**config.mk**
```make
export PLATFORM = sky130hd
export DESIGN_NAME = edge_counting_sort_by_source_flat
export DESIGN_NICKNAME = d
export VERILOG_FILES = /design/src/rtl/ecsbs_pkg.sv /design/src/rtl/ecsbs_if.sv /design/src/rtl/ecsbs_ctrl.sv /design/src/rtl/ecsbs_datapath.sv /design/src/rtl/edge_counting_sort_by_source.sv /design/src/flat_wrapper.sv
export SDC_FILE = /design/constraint.sdc
export NUM_CORES = 2
export LEC_CHECK = 0
export BUFFER_PORTS_ARGS = -buffer_cell sky130_fd_sc_hd__buf_4
export CAP_MARGIN = 0
export CORE_AREA = 8 8 532 534
export DETAILED_ROUTE_END_ITERATION = 7
export DIE_AREA = 0 0 540 542
export PLACE_DENSITY = 0.75
export SLEW_MARGIN = 0
export SYNTH_ARGS = -nofsm -noshare
export SYNTH_HDL_FRONTEND = slang
export SYNTH_SLANG_ARGS = --single-unit
```
**constraint.sdc**
```tcl
create_clock -name clk -period 13.7 [get_ports clk]
set_input_delay 0 -clock clk [delete_from_list [all_inputs] [get_ports clk]]
set_output_delay 0 -clock clk [all_outputs]
set_load 0.01 [all_outputs]
```
**src/rtl/ecsbs_pkg.sv**
```systemverilog
// Package for the edge counting sort block: field widths, defaults,
// controller state type and the command/status structs.
// No dependencies.
`default_nettype none

package ecsbs_pkg;

    localparam int VERTEX_W         = 8;
    localparam int NUMV_W           = 9;
    localparam int MAX_EDGES_DEF    = 64;
    localparam int MAX_VERTICES_DEF = 256;
    localparam logic [NUMV_W-1:0] NUMV_RESET = 9'd256;

    typedef enum logic [3:0] {
        S_LOAD,
        S_CHECK,
        S_CNT_EDGE,
        S_CNT_KEY,
        S_CNT_WR,
        S_SUM_RD,
        S_SUM_WR,
        S_PL_EDGE,
        S_PL_KEY,
        S_PL_WR,
        S_EM_RD,
        S_EM_LD,
        S_EM_WAIT,
        S_CLEAR
    } ctrl_state_t;

    typedef struct packed {
        logic ptr_clr;
        logic ptr_top;
        logic ptr_inc;
        logic ptr_dec;
        logic edge_rd;
        logic key_rd;
        logic cnt_inc_wr;
        logic sum_clr;
        logic sum_rd;
        logic sum_wr;
        logic place_wr;
        logic out_rd;
        logic out_load;
        logic batch_clr;
    } dp_cmd_t;

    typedef struct packed {
        logic total_zero;
        logic ptr_last;
        logic ptr_zero;
        logic sum_done;
        logic out_fire;
    } dp_status_t;

endpackage

`default_nettype wire

```
**src/rtl/ecsbs_if.sv**
```systemverilog
// Channel interfaces of the edge counting sort block: edge input,
// sorted edge output and configuration write.
// Depends on ecsbs_pkg.
`default_nettype none

interface ecsbs_edge_in_if;
    logic                            valid;
    logic                            ready;
    logic [ecsbs_pkg::VERTEX_W-1:0]  source_vertex;
    logic [ecsbs_pkg::VERTEX_W-1:0]  dest_vertex;
    logic                            last_edge;

    modport source (output valid, output source_vertex, output dest_vertex,
                    output last_edge, input ready);
    modport sink   (input valid, input source_vertex, input dest_vertex,
                    input last_edge, output ready);
endinterface

interface ecsbs_edge_out_if;
    logic                            valid;
    logic                            ready;
    logic [ecsbs_pkg::VERTEX_W-1:0]  sorted_source;
    logic [ecsbs_pkg::VERTEX_W-1:0]  sorted_dest;
    logic                            end_of_run;
    logic                            dropped_flag;

    modport source (output valid, output sorted_source, output sorted_dest,
                    output end_of_run, output dropped_flag, input ready);
    modport sink   (input valid, input sorted_source, input sorted_dest,
                    input end_of_run, input dropped_flag, output ready);
endinterface

interface ecsbs_cfg_if;
    logic                            valid;
    logic                            ready;
    logic [ecsbs_pkg::NUMV_W-1:0]    num_vertices;

    modport source (output valid, output num_vertices, input ready);
    modport sink   (input valid, input num_vertices, output ready);
endinterface

`default_nettype wire

```
**src/rtl/ecsbs_ctrl.sv**
```systemverilog
// Sequencer of the edge counting sort: load, check, count, prefix sum, place,
// emit and clear phases, driving the datapath by command struct.
// Depends on ecsbs_pkg.
`default_nettype none

module ecsbs_ctrl (
    input  wire logic                  clk,
    input  wire logic                  rst_n,
    input  wire logic                  in_valid,
    input  wire logic                  in_last,
    output logic                       in_ready,
    input  wire ecsbs_pkg::dp_status_t status,
    output ecsbs_pkg::dp_cmd_t         cmd
);

    ecsbs_pkg::ctrl_state_t state_reg;
    ecsbs_pkg::ctrl_state_t state_next;

    always_ff @(posedge clk or negedge rst_n)
    begin
        if (!rst_n)
        begin
            state_reg <= ecsbs_pkg::S_LOAD;
        end
        else
        begin
            state_reg <= state_next;
        end
    end

    always_comb
    begin
        state_next = state_reg;
        cmd        = '0;
        in_ready   = 1'b0;
        unique case (state_reg)
            ecsbs_pkg::S_LOAD:
            begin
                in_ready = 1'b1;
                if (in_valid && in_last)
                begin
                    state_next = ecsbs_pkg::S_CHECK;
                end
            end
            ecsbs_pkg::S_CHECK:
            begin
                cmd.ptr_clr = 1'b1;
                cmd.sum_clr = 1'b1;
                if (status.total_zero)
                begin
                    state_next = ecsbs_pkg::S_CLEAR;
                end
                else
                begin
                    state_next = ecsbs_pkg::S_CNT_EDGE;
                end
            end
            ecsbs_pkg::S_CNT_EDGE:
            begin
                cmd.edge_rd = 1'b1;
                state_next  = ecsbs_pkg::S_CNT_KEY;
            end
            ecsbs_pkg::S_CNT_KEY:
            begin
                cmd.key_rd = 1'b1;
                state_next = ecsbs_pkg::S_CNT_WR;
            end
            ecsbs_pkg::S_CNT_WR:
            begin
                cmd.cnt_inc_wr = 1'b1;
                if (status.ptr_last)
                begin
                    state_next = ecsbs_pkg::S_SUM_RD;
                end
                else
                begin
                    cmd.ptr_inc = 1'b1;
                    state_next  = ecsbs_pkg::S_CNT_EDGE;
                end
            end
            ecsbs_pkg::S_SUM_RD:
            begin
                cmd.sum_rd = 1'b1;
                state_next = ecsbs_pkg::S_SUM_WR;
            end
            ecsbs_pkg::S_SUM_WR:
            begin
                cmd.sum_wr = 1'b1;
                if (status.sum_done)
                begin
                    cmd.ptr_top = 1'b1;
                    state_next  = ecsbs_pkg::S_PL_EDGE;
                end
                else
                begin
                    state_next = ecsbs_pkg::S_SUM_RD;
                end
            end
            ecsbs_pkg::S_PL_EDGE:
            begin
                cmd.edge_rd = 1'b1;
                state_next  = ecsbs_pkg::S_PL_KEY;
            end
            ecsbs_pkg::S_PL_KEY:
            begin
                cmd.key_rd = 1'b1;
                state_next = ecsbs_pkg::S_PL_WR;
            end
            ecsbs_pkg::S_PL_WR:
            begin
                cmd.place_wr = 1'b1;
                if (status.ptr_zero)
                begin
                    cmd.ptr_clr = 1'b1;
                    state_next  = ecsbs_pkg::S_EM_RD;
                end
                else
                begin
                    cmd.ptr_dec = 1'b1;
                    state_next  = ecsbs_pkg::S_PL_EDGE;
                end
            end
            ecsbs_pkg::S_EM_RD:
            begin
                cmd.out_rd = 1'b1;
                state_next = ecsbs_pkg::S_EM_LD;
            end
            ecsbs_pkg::S_EM_LD:
            begin
                cmd.out_load = 1'b1;
                state_next   = ecsbs_pkg::S_EM_WAIT;
            end
            ecsbs_pkg::S_EM_WAIT:
            begin
                if (status.out_fire)
                begin
                    if (status.ptr_last)
                    begin
                        state_next = ecsbs_pkg::S_CLEAR;
                    end
                    else
                    begin
                        cmd.ptr_inc = 1'b1;
                        state_next  = ecsbs_pkg::S_EM_RD;
                    end
                end
            end
            ecsbs_pkg::S_CLEAR:
            begin
                cmd.batch_clr = 1'b1;
                state_next    = ecsbs_pkg::S_LOAD;
            end
            default:
            begin
                state_next = ecsbs_pkg::S_LOAD;
            end
        endcase
    end

endmodule

`default_nettype wire

```
**src/rtl/ecsbs_datapath.sv**
```systemverilog
// Datapath of the edge counting sort: edge store, key histogram with
// per-key valid bits, sorted store, pointers, config and output register.
// Depends on ecsbs_pkg.
`default_nettype none

module ecsbs_datapath #(
    parameter int MAX_EDGES    = ecsbs_pkg::MAX_EDGES_DEF,
    parameter int MAX_VERTICES = ecsbs_pkg::MAX_VERTICES_DEF
) (
    input  wire logic                             clk,
    input  wire logic                             rst_n,
    input  wire logic                             in_fire,
    input  wire logic [ecsbs_pkg::VERTEX_W-1:0]   in_src,
    input  wire logic [ecsbs_pkg::VERTEX_W-1:0]   in_dst,
    input  wire logic                             cfg_fire,
    input  wire logic [ecsbs_pkg::NUMV_W-1:0]     cfg_data,
    input  wire ecsbs_pkg::dp_cmd_t               cmd,
    output ecsbs_pkg::dp_status_t                 status,
    output logic                                  out_valid,
    input  wire logic                             out_ready,
    output logic [ecsbs_pkg::VERTEX_W-1:0]        out_src,
    output logic [ecsbs_pkg::VERTEX_W-1:0]        out_dst,
    output logic                                  out_end,
    output logic                                  out_drop
);

    localparam int VW     = ecsbs_pkg::VERTEX_W;
    localparam int EDGE_W = 2 * VW;
    localparam int IDX_W  = (MAX_EDGES > 1) ? $clog2(MAX_EDGES) : 1;
    localparam int CNT_W  = $clog2(MAX_EDGES + 1);
    localparam int KEYS   = (MAX_VERTICES < (1 << VW)) ? MAX_VERTICES : (1 << VW);
    localparam int KEY_W  = $clog2(KEYS);

    // stores
    logic [EDGE_W-1:0] edge_store_reg   [MAX_EDGES];
    logic [EDGE_W-1:0] sorted_store_reg [MAX_EDGES];
    logic [CNT_W-1:0]  key_counts_reg   [KEYS];

    logic [KEYS-1:0]   cnt_vld_reg,  cnt_vld_next;
    logic [ecsbs_pkg::NUMV_W-1:0] numv_reg, numv_next;
    logic [CNT_W-1:0]  total_reg,    total_next;
    logic              drop_reg,     drop_next;
    logic [IDX_W-1:0]  ptr_reg,      ptr_next;
    logic [KEY_W-1:0]  sum_k_reg,    sum_k_next;
    logic [CNT_W-1:0]  run_reg,      run_next;
    logic              out_valid_reg, out_valid_next;

    logic [EDGE_W-1:0] edge_q_reg;
    logic [EDGE_W-1:0] sorted_q_reg;
    logic [CNT_W-1:0]  cnt_q_reg;
    logic              cnt_vq_reg;
    logic [VW-1:0]     out_src_reg;
    logic [VW-1:0]     out_dst_reg;
    logic              out_end_reg;
    logic              out_drop_reg;

    logic              src_ok;
    logic              room;
    logic              keep;
    logic [KEY_W-1:0]  edge_key;
    logic [KEY_W-1:0]  cnt_raddr;
    logic [KEY_W-1:0]  cnt_waddr;
    logic              cnt_we;
    logic [CNT_W-1:0]  cnt_wdata;
    logic [CNT_W-1:0]  cnt_val;
    logic [CNT_W-1:0]  slot;
    logic              ptr_last;
    logic              out_fire;

    assign src_ok = ({1'b0, in_src} < numv_reg)
                 && ({{(32 - VW){1'b0}}, in_src} < 32'(MAX_VERTICES));
    assign room   = total_reg < CNT_W'(MAX_EDGES);
    assign keep   = in_fire && src_ok && room;

    assign edge_key  = edge_q_reg[VW +: KEY_W];
    assign cnt_raddr = cmd.sum_rd ? sum_k_reg : edge_key;
    assign cnt_val   = cnt_vq_reg ? cnt_q_reg : '0;
    assign slot      = cnt_val - CNT_W'(1);
    assign run_next  = cmd.sum_clr ? '0 : (cmd.sum_wr ? run_reg + cnt_val : run_reg);

    always_comb
    begin
        cnt_we    = 1'b0;
        cnt_waddr = edge_key;
        cnt_wdata = cnt_val + CNT_W'(1);
        priority if (cmd.cnt_inc_wr)
        begin
            cnt_we = 1'b1;
        end
        else if (cmd.sum_wr)
        begin
            cnt_we    = 1'b1;
            cnt_waddr = sum_k_reg;
            cnt_wdata = run_reg + cnt_val;
        end
        else if (cmd.place_wr)
        begin
            cnt_we    = 1'b1;
            cnt_wdata = slot;
        end
    end

    // edge, histogram and sorted stores
    always_ff @(posedge clk)
    begin
        if (keep)
        begin
            edge_store_reg[total_reg[IDX_W-1:0]] <= {in_src, in_dst};
        end
        if (cmd.edge_rd)
        begin
            edge_q_reg <= edge_store_reg[ptr_reg];
        end
    end

    always_ff @(posedge clk)
    begin
        if (cmd.key_rd || cmd.sum_rd)
        begin
            cnt_q_reg  <= key_counts_reg[cnt_raddr];
            cnt_vq_reg <= cnt_vld_reg[cnt_raddr];
        end
        if (cnt_we)
        begin
            key_counts_reg[cnt_waddr] <= cnt_wdata;
        end
    end

    always_ff @(posedge clk)
    begin
        if (cmd.place_wr)
        begin
            sorted_store_reg[slot[IDX_W-1:0]] <= edge_q_reg;
        end
        if (cmd.out_rd)
        begin
            sorted_q_reg <= sorted_store_reg[ptr_reg];
        end
    end

    always_ff @(posedge clk)
    begin
        if (cmd.out_load)
        begin
            out_src_reg  <= sorted_q_reg[EDGE_W-1 -: VW];
            out_dst_reg  <= sorted_q_reg[VW-1:0];
            out_end_reg  <= ptr_last;
            out_drop_reg <= drop_reg;
        end
    end

    assign ptr_last = (CNT_W'(ptr_reg) + CNT_W'(1)) == total_reg;
    assign out_fire = out_valid_reg && out_ready;

    always_comb
    begin
        cnt_vld_next = cnt_vld_reg;
        if (cmd.batch_clr)
        begin
            cnt_vld_next = '0;
        end
        else if (cnt_we)
        begin
            cnt_vld_next[cnt_waddr] = 1'b1;
        end

        numv_next = cfg_fire ? cfg_data : numv_reg;

        total_next = total_reg;
        drop_next  = drop_reg;
        if (cmd.batch_clr)
        begin
            total_next = '0;
            drop_next  = 1'b0;
        end
        else if (in_fire)
        begin
            if (keep)
            begin
                total_next = total_reg + CNT_W'(1);
            end
            else
            begin
                drop_next = 1'b1;
            end
        end

        ptr_next = ptr_reg;
        priority if (cmd.ptr_clr)
        begin
            ptr_next = '0;
        end
        else if (cmd.ptr_top)
        begin
            ptr_next = IDX_W'(total_reg - CNT_W'(1));
        end
        else if (cmd.ptr_inc)
        begin
            ptr_next = ptr_reg + IDX_W'(1);
        end
        else if (cmd.ptr_dec)
        begin
            ptr_next = ptr_reg - IDX_W'(1);
        end

        sum_k_next = sum_k_reg;
        if (cmd.sum_clr)
        begin
            sum_k_next = '0;
        end
        else if (cmd.sum_wr)
        begin
            sum_k_next = sum_k_reg + KEY_W'(1);
        end

        out_valid_next = out_valid_reg;
        if (cmd.out_load)
        begin
            out_valid_next = 1'b1;
        end
        else if (out_fire)
        begin
            out_valid_next = 1'b0;
        end
    end

    always_ff @(posedge clk or negedge rst_n)
    begin
        if (!rst_n)
        begin
            cnt_vld_reg   <= '0;
            numv_reg      <= ecsbs_pkg::NUMV_RESET;
            total_reg     <= '0;
            drop_reg      <= 1'b0;
            ptr_reg       <= '0;
            sum_k_reg     <= '0;
            run_reg       <= '0;
            out_valid_reg <= 1'b0;
        end
        else
        begin
            cnt_vld_reg   <= cnt_vld_next;
            numv_reg      <= numv_next;
            total_reg     <= total_next;
            drop_reg      <= drop_next;
            ptr_reg       <= ptr_next;
            sum_k_reg     <= sum_k_next;
            run_reg       <= run_next;
            out_valid_reg <= out_valid_next;
        end
    end

    assign status.total_zero = total_reg == '0;
    assign status.ptr_last   = ptr_last;
    assign status.ptr_zero   = ptr_reg == '0;
    assign status.sum_done   = sum_k_reg == KEY_W'(KEYS - 1);
    assign status.out_fire   = out_fire;

    assign out_valid = out_valid_reg;
    assign out_src   = out_src_reg;
    assign out_dst   = out_dst_reg;
    assign out_end   = out_end_reg;
    assign out_drop  = out_drop_reg;

endmodule

`default_nettype wire

```
**src/rtl/edge_counting_sort_by_source.sv**
```systemverilog
// Top level of the edge counting sort block.
// Depends on ecsbs_pkg, ecsbs_if, ecsbs_ctrl and ecsbs_datapath.
//
// Stable counting sort of graph edges by source vertex. Edges are taken one
// request per cycle while loading; an edge whose source is not below
// num_vertices (or MAX_VERTICES), or that arrives with MAX_EDGES already
// held, is dropped and sets dropped_flag on every result of the batch. The
// request marked last_edge closes the batch: input is then held off while a
// single histogram memory is walked for counting, running sum and placement.
// With K = min(MAX_VERTICES, 256), an empty batch check comes first; counting
// walks the held edges, the running sum the K keys and placement the edges
// backwards, then each sorted edge waits until taken; then the batch clears.
// An empty batch gives no results.
// num_vertices may be written at any time the block is idle.
`default_nettype none

module edge_counting_sort_by_source #(
    parameter int MAX_EDGES    = ecsbs_pkg::MAX_EDGES_DEF,
    parameter int MAX_VERTICES = ecsbs_pkg::MAX_VERTICES_DEF
) (
    input  wire logic       clk,
    input  wire logic       rst_n,
    ecsbs_edge_in_if.sink   edges_in,
    ecsbs_edge_out_if.source edges_out,
    ecsbs_cfg_if.sink       cfg
);

    ecsbs_pkg::dp_cmd_t    cmd;
    ecsbs_pkg::dp_status_t status;
    logic                  in_ready;
    logic                  in_fire;
    logic                  cfg_fire;

    assign edges_in.ready = in_ready;
    assign in_fire        = edges_in.valid && in_ready;
    assign cfg.ready      = 1'b1;
    assign cfg_fire       = cfg.valid;

    ecsbs_ctrl u_ctrl (
        .clk      (clk),
        .rst_n    (rst_n),
        .in_valid (edges_in.valid),
        .in_last  (edges_in.last_edge),
        .in_ready (in_ready),
        .status   (status),
        .cmd      (cmd)
    );

    ecsbs_datapath #(
        .MAX_EDGES    (MAX_EDGES),
        .MAX_VERTICES (MAX_VERTICES)
    ) u_datapath (
        .clk       (clk),
        .rst_n     (rst_n),
        .in_fire   (in_fire),
        .in_src    (edges_in.source_vertex),
        .in_dst    (edges_in.dest_vertex),
        .cfg_fire  (cfg_fire),
        .cfg_data  (cfg.num_vertices),
        .cmd       (cmd),
        .status    (status),
        .out_valid (edges_out.valid),
        .out_ready (edges_out.ready),
        .out_src   (edges_out.sorted_source),
        .out_dst   (edges_out.sorted_dest),
        .out_end   (edges_out.end_of_run),
        .out_drop  (edges_out.dropped_flag)
    );

endmodule

`default_nettype wire

```
**src/flat_wrapper.sv**
```systemverilog
// flat-port wrapper written by rule: the top's interface ports become plain ports
module edge_counting_sort_by_source_flat 
#(
    parameter int MAX_EDGES    = ecsbs_pkg::MAX_EDGES_DEF,
    parameter int MAX_VERTICES = ecsbs_pkg::MAX_VERTICES_DEF
)
  (clk, rst_n, edges_in_valid, edges_in_source_vertex, edges_in_dest_vertex, edges_in_last_edge, edges_in_ready, edges_out_valid, edges_out_sorted_source, edges_out_sorted_dest, edges_out_end_of_run, edges_out_dropped_flag, edges_out_ready, cfg_valid, cfg_num_vertices, cfg_ready);
  ecsbs_edge_in_if edges_in_i ();
  ecsbs_edge_out_if edges_out_i ();
  ecsbs_cfg_if cfg_i ();
  input  wire logic clk;
  input  wire logic rst_n;
  input wire logic [$bits(edges_in_i.valid)-1:0] edges_in_valid;
  input wire logic [$bits(edges_in_i.source_vertex)-1:0] edges_in_source_vertex;
  input wire logic [$bits(edges_in_i.dest_vertex)-1:0] edges_in_dest_vertex;
  input wire logic [$bits(edges_in_i.last_edge)-1:0] edges_in_last_edge;
  output wire logic [$bits(edges_in_i.ready)-1:0] edges_in_ready;
  output wire logic [$bits(edges_out_i.valid)-1:0] edges_out_valid;
  output wire logic [$bits(edges_out_i.sorted_source)-1:0] edges_out_sorted_source;
  output wire logic [$bits(edges_out_i.sorted_dest)-1:0] edges_out_sorted_dest;
  output wire logic [$bits(edges_out_i.end_of_run)-1:0] edges_out_end_of_run;
  output wire logic [$bits(edges_out_i.dropped_flag)-1:0] edges_out_dropped_flag;
  input wire logic [$bits(edges_out_i.ready)-1:0] edges_out_ready;
  input wire logic [$bits(cfg_i.valid)-1:0] cfg_valid;
  input wire logic [$bits(cfg_i.num_vertices)-1:0] cfg_num_vertices;
  output wire logic [$bits(cfg_i.ready)-1:0] cfg_ready;
  assign edges_in_i.valid = edges_in_valid;
  assign edges_in_i.source_vertex = edges_in_source_vertex;
  assign edges_in_i.dest_vertex = edges_in_dest_vertex;
  assign edges_in_i.last_edge = edges_in_last_edge;
  assign edges_in_ready = edges_in_i.ready;
  assign edges_out_valid = edges_out_i.valid;
  assign edges_out_sorted_source = edges_out_i.sorted_source;
  assign edges_out_sorted_dest = edges_out_i.sorted_dest;
  assign edges_out_end_of_run = edges_out_i.end_of_run;
  assign edges_out_dropped_flag = edges_out_i.dropped_flag;
  assign edges_out_i.ready = edges_out_ready;
  assign cfg_i.valid = cfg_valid;
  assign cfg_i.num_vertices = cfg_num_vertices;
  assign cfg_ready = cfg_i.ready;
  edge_counting_sort_by_source #(.MAX_EDGES(MAX_EDGES), .MAX_VERTICES(MAX_VERTICES)) u_core (.clk(clk), .rst_n(rst_n), .edges_in(edges_in_i), .edges_out(edges_out_i), .cfg(cfg_i));
endmodule
```
==> impl.org <==
** Logic synthesis
- Each instance of the synthesized netlist takes up on average 18.1 sq um.
- Synthesis produced approximately 8600 cells.
- Of the synthesized area, sequential elements account for 75.0%.
- Share of flip-flops with an asynchronous set or reset :: 7.57%
- By count the netlist is led by edfxtp_1, nand2_1, mux4_2.
- Netlist Area Pre-Place :: 156000 sq um
- Among all cell types in the netlist, the one instantiated most often is edfxtp_1.
- Synth area leader :: edfxtp_1
- Post-synthesis sequential element count :: around 4000
- Among all flip-flop cells after synthesis, the most frequent one is edfxtp_1.
- Yosys top cell area share :: 70.3%
- Number of flops mapped to enable cells by yosys :: 3641
- Yosys printed 0 warnings.
- Counting every net in the synthesized netlist gives 8670.
- Distinct cells, synth :: 73
- Cells taking the most area after synthesis :: edfxtp_1, mux4_2, dfrtp_1

** Global routing
- The first global-routing pass estimated 600 mm of wire.
- Number of antenna violations at the first check in global routing :: 25
- Pin count of the biggest net entering global routing :: 193
- Global-route total usage across every layer :: between 20% and 30%
- Vias in the first global route :: ~87000
- Total gr overflow :: 0

** Finish
- Synthesis-to-layout area growth :: 11.7%
- Max reg flops :: 1536
- After routing the design area is 174000 sq um.
- The filler cells instantiated in the layout total about 18000.
- Share of final-layout standard cells stronger than drive strength 1 :: 18.5%
- The final layout contains 8909 nets.

** Floorplan
- Initial Utilization :: approximately 57%
- The die is 542 microns tall.
- The die is 540 microns wide.
- In this run the standard cell core region covers approximately 270000 sq um.
- Row generation in the floorplan step produced 193 rows.
- Die footprint :: 293000 sq um
- IO Pins :: 52

** Placed design
- Gp weighted congestion :: 0.881
- Once placement finished, the instance area stood at 161000 sq um.
- IO Port Bufs :: 50
- The wire-length estimate of the detail-placed layout is 230 mm.

** Clocking
- After clock tree synthesis, the setup repair step added 0 buffers.
- Number of H-tree levels :: 5
- The number of clock buffers added by TritonCTS is about 390.
- Maximum number of buffers from clock root to sink :: 4
- Clock tree synthesis selected as its root buffer the cell clkbuf_16.
- CTS tree :: yes
- Clk pin slew, worst setup/hold paths :: around 0.06 ns
- Clock sink count :: approximately 4000
- For the worst-skew pair, the clock arrives at the later sink with an insertion delay of 0.91 ns.

** Timing
- Static timing analysis puts the maximum clock frequency at 151 MHz.
- Final setup violation count :: 0
- Unrepaired setup endpoints after global routing :: false
- Worst rel slew slack :: 10.9%
- Final setup skew :: 0.0552 ns
- Slew @ Worst Pin :: between 1 and 1.5 ns
- For the final routed database, the setup TNS stands at 0 ns.
- Period utilization :: about half
- The number of hold violations in the final report was 0.
- The routed design could run at a clock period as short as between 6 and 7 ns.
- Final max-slew violation count :: 0

** Drt
- First-pass detailed-route iteration total :: 6
- Via Count :: 87000
- In the final routed layout, each cell accounts on average for 32.5 microns.
- In the routed design, unresolved DRC markers number 0.
- In this run, the number of DRC markers left after iteration 0 of detailed routing was 12686.
- After detailed routing, the total wire length is 416 mm.
- Remaining antenna violation count :: 0
- In the routed layout, each cell is associated on average with a via count of 6.80.

** Worst setup path
- For the worst setup path, the data arrival time is 7.24 ns.
- The critical path is of the reg2reg type.
- STA classifies the critical path endpoint as a flip-flop.
- Worst-path fanout max :: 134
- Crit path cell chain :: nand4bb_4, mux2i_4, buf_12, buf_4, buf_12, mux2i_1, o22ai_1, nor4_1, nor2_1, nand3_1, nor4_1
- At the worst endpoint, the required time is 14.31 ns.
- Critical Path Start Type :: flip-flop
- CP max-delay cell :: nor4_1
- On the worst path, the slowest cell contributes a delay of 1.11 ns.

** Pwr
- The analysis attributes to cell leakage a power of 57.9 nW.
- Pwr per Cell Area :: 135 nW/um^2
- IR analysis of the VDD net gives a maximum drop of 0.117 mV.

** Worst hold path
- Class of the tightest hold or removal check :: in2reg

** Run
- Count of maximum capacitance violations :: 0

** Status
- The run finished with clean final reports.
cell families after synthesis:
logic type,count (synthesis),synth area share [%]
flip-flops,3939,75.0
AND/OR/NAND/NOR,1647,4.56
AO/OA/AOI/OAI,1214,5.06
multiplexers,1184,13.3
buffers and inverters,570,1.65
XOR/XNOR,34,0.191
adder cells (fa/ha/maj),25,0.211
other,1,0.00241
critical path, delay by kind of cell (launching register included):
kind / cells / cell delay, ns
DFF: 1 / 0.76
and+or+nand+nor: 5 / 2.29
AOI/OAI and AO/OA: 1 / 0.16
buffers and inverters: 3 / 2.05
muxes: 2 / 0.76
metal layers:
metal / GRT usage [%] / part of all wire (%)
met2: 44.8 / 48
met4: 12.1 / 5.1
met3: 6.48 / 11
met5: 0 / 0.038
met1: 36.6 / 36
area by class of cell:
type                            instances  area, sq um  area share (%)
Timing Repair Buffer                  385         3190            1.83
Antenna cell                           10         25.0          0.0144
Clock inverter                        195         1800            1.03
Sequential cell                      3939       117000            67.2
Clock buffer                          512        10500            6.03
Tap cell                             3607         4510            2.60
Inverter                               36          135          0.0777
Multi-Input combinational cell       4105        36900            21.2
through the flow:
stage	util [%]	hold WS (ns)	setup slack (ns)	std cells	total power, mW
3_5_place_dp	58.6	0.112	7.29	12012	13.3
6_report	63.3	0.0654	7.07	12789	23.5
5_1_grt	63.3	0.0829	6.93	12780	24.0
3_3_place_gp	58.6	0.100	7.50	12012	13.3
4_1_cts	63.3	0.0300	7.24	12779	23.5
2_1_floorplan	-	-0.296	0.352	8614	13.3
cell usage in the layout (no fill, tap or decap), types with 36 or more instances in the layout:
| cell | count |
|---|---|
| a21oi_1 | 407 |
| a221oi_1 | 36 |
| a22oi_1 | 47 |
| buf_4 | 314 |
| clkbuf_1 | 97 |
| clkbuf_16 | 391 |
| clkinv_1 | 60 |
| clkinv_2 | 76 |
| dfrtp_1 | 291 |
| dlygate4sd3_1 | 59 |
| edfxtp_1 | 3641 |
| inv_1 | 36 |
| mux2i_1 | 458 |
| mux4_2 | 702 |
| nand2_1 | 791 |
| nand2b_1 | 73 |
| nand3_1 | 87 |
| nor2_1 | 415 |
| nor3_1 | 58 |
| nor4_1 | 76 |
| o21a_1 | 261 |
| o21ai_0 | 135 |
| o221ai_1 | 78 |
| o22ai_1 | 119 |
timing repair:
item | in CTS | in global routing
gates resized for setup | 0 | 0
endpoints found under the setup margin | 0 | 0
endpoints found under the hold margin | 1224 | 0
hold buffers | 60 | 0
power breakdown:
| group | internal [mW] | switching (mW) | total (mW) |
|---|---|---|---|
| clock | 5.90 | 4.48 | 10.4 |
| sequential | 13.0 | 0.000960 | 13.0 |
| combinational | 0.0239 | 0.0816 | 0.106 |
worst paths after layout:
| kind | startpoint | to | slack, ns | depth (start not counted) |
|---|---|---|---|---|
| setup / recovery | u_core.u_ctrl.state_reg[2] | u_core.u_datapath.cnt_vq_reg | 7.07 | 11 |
| hold / removal | edges_out_ready | u_core.u_ctrl.state_reg[2] | 0.07 | 5 |
| setup reg to reg | u_core.u_ctrl.state_reg[2] | u_core.u_datapath.cnt_vq_reg | 7.07 | 11 |
| hold reg to reg | u_core.u_datapath.sorted_q_reg[11] | u_core.u_datapath.out_src[3] | 0.42 | 0 |
| max in group asynchronous | rst_n | u_core.u_datapath.ptr_reg[1] | 12.31 | 4 |
| min in group asynchronous | rst_n | u_core.u_datapath.cnt_vld_reg[60] | 0.41 | 4 |
Power figures use the tool's default switching activity.
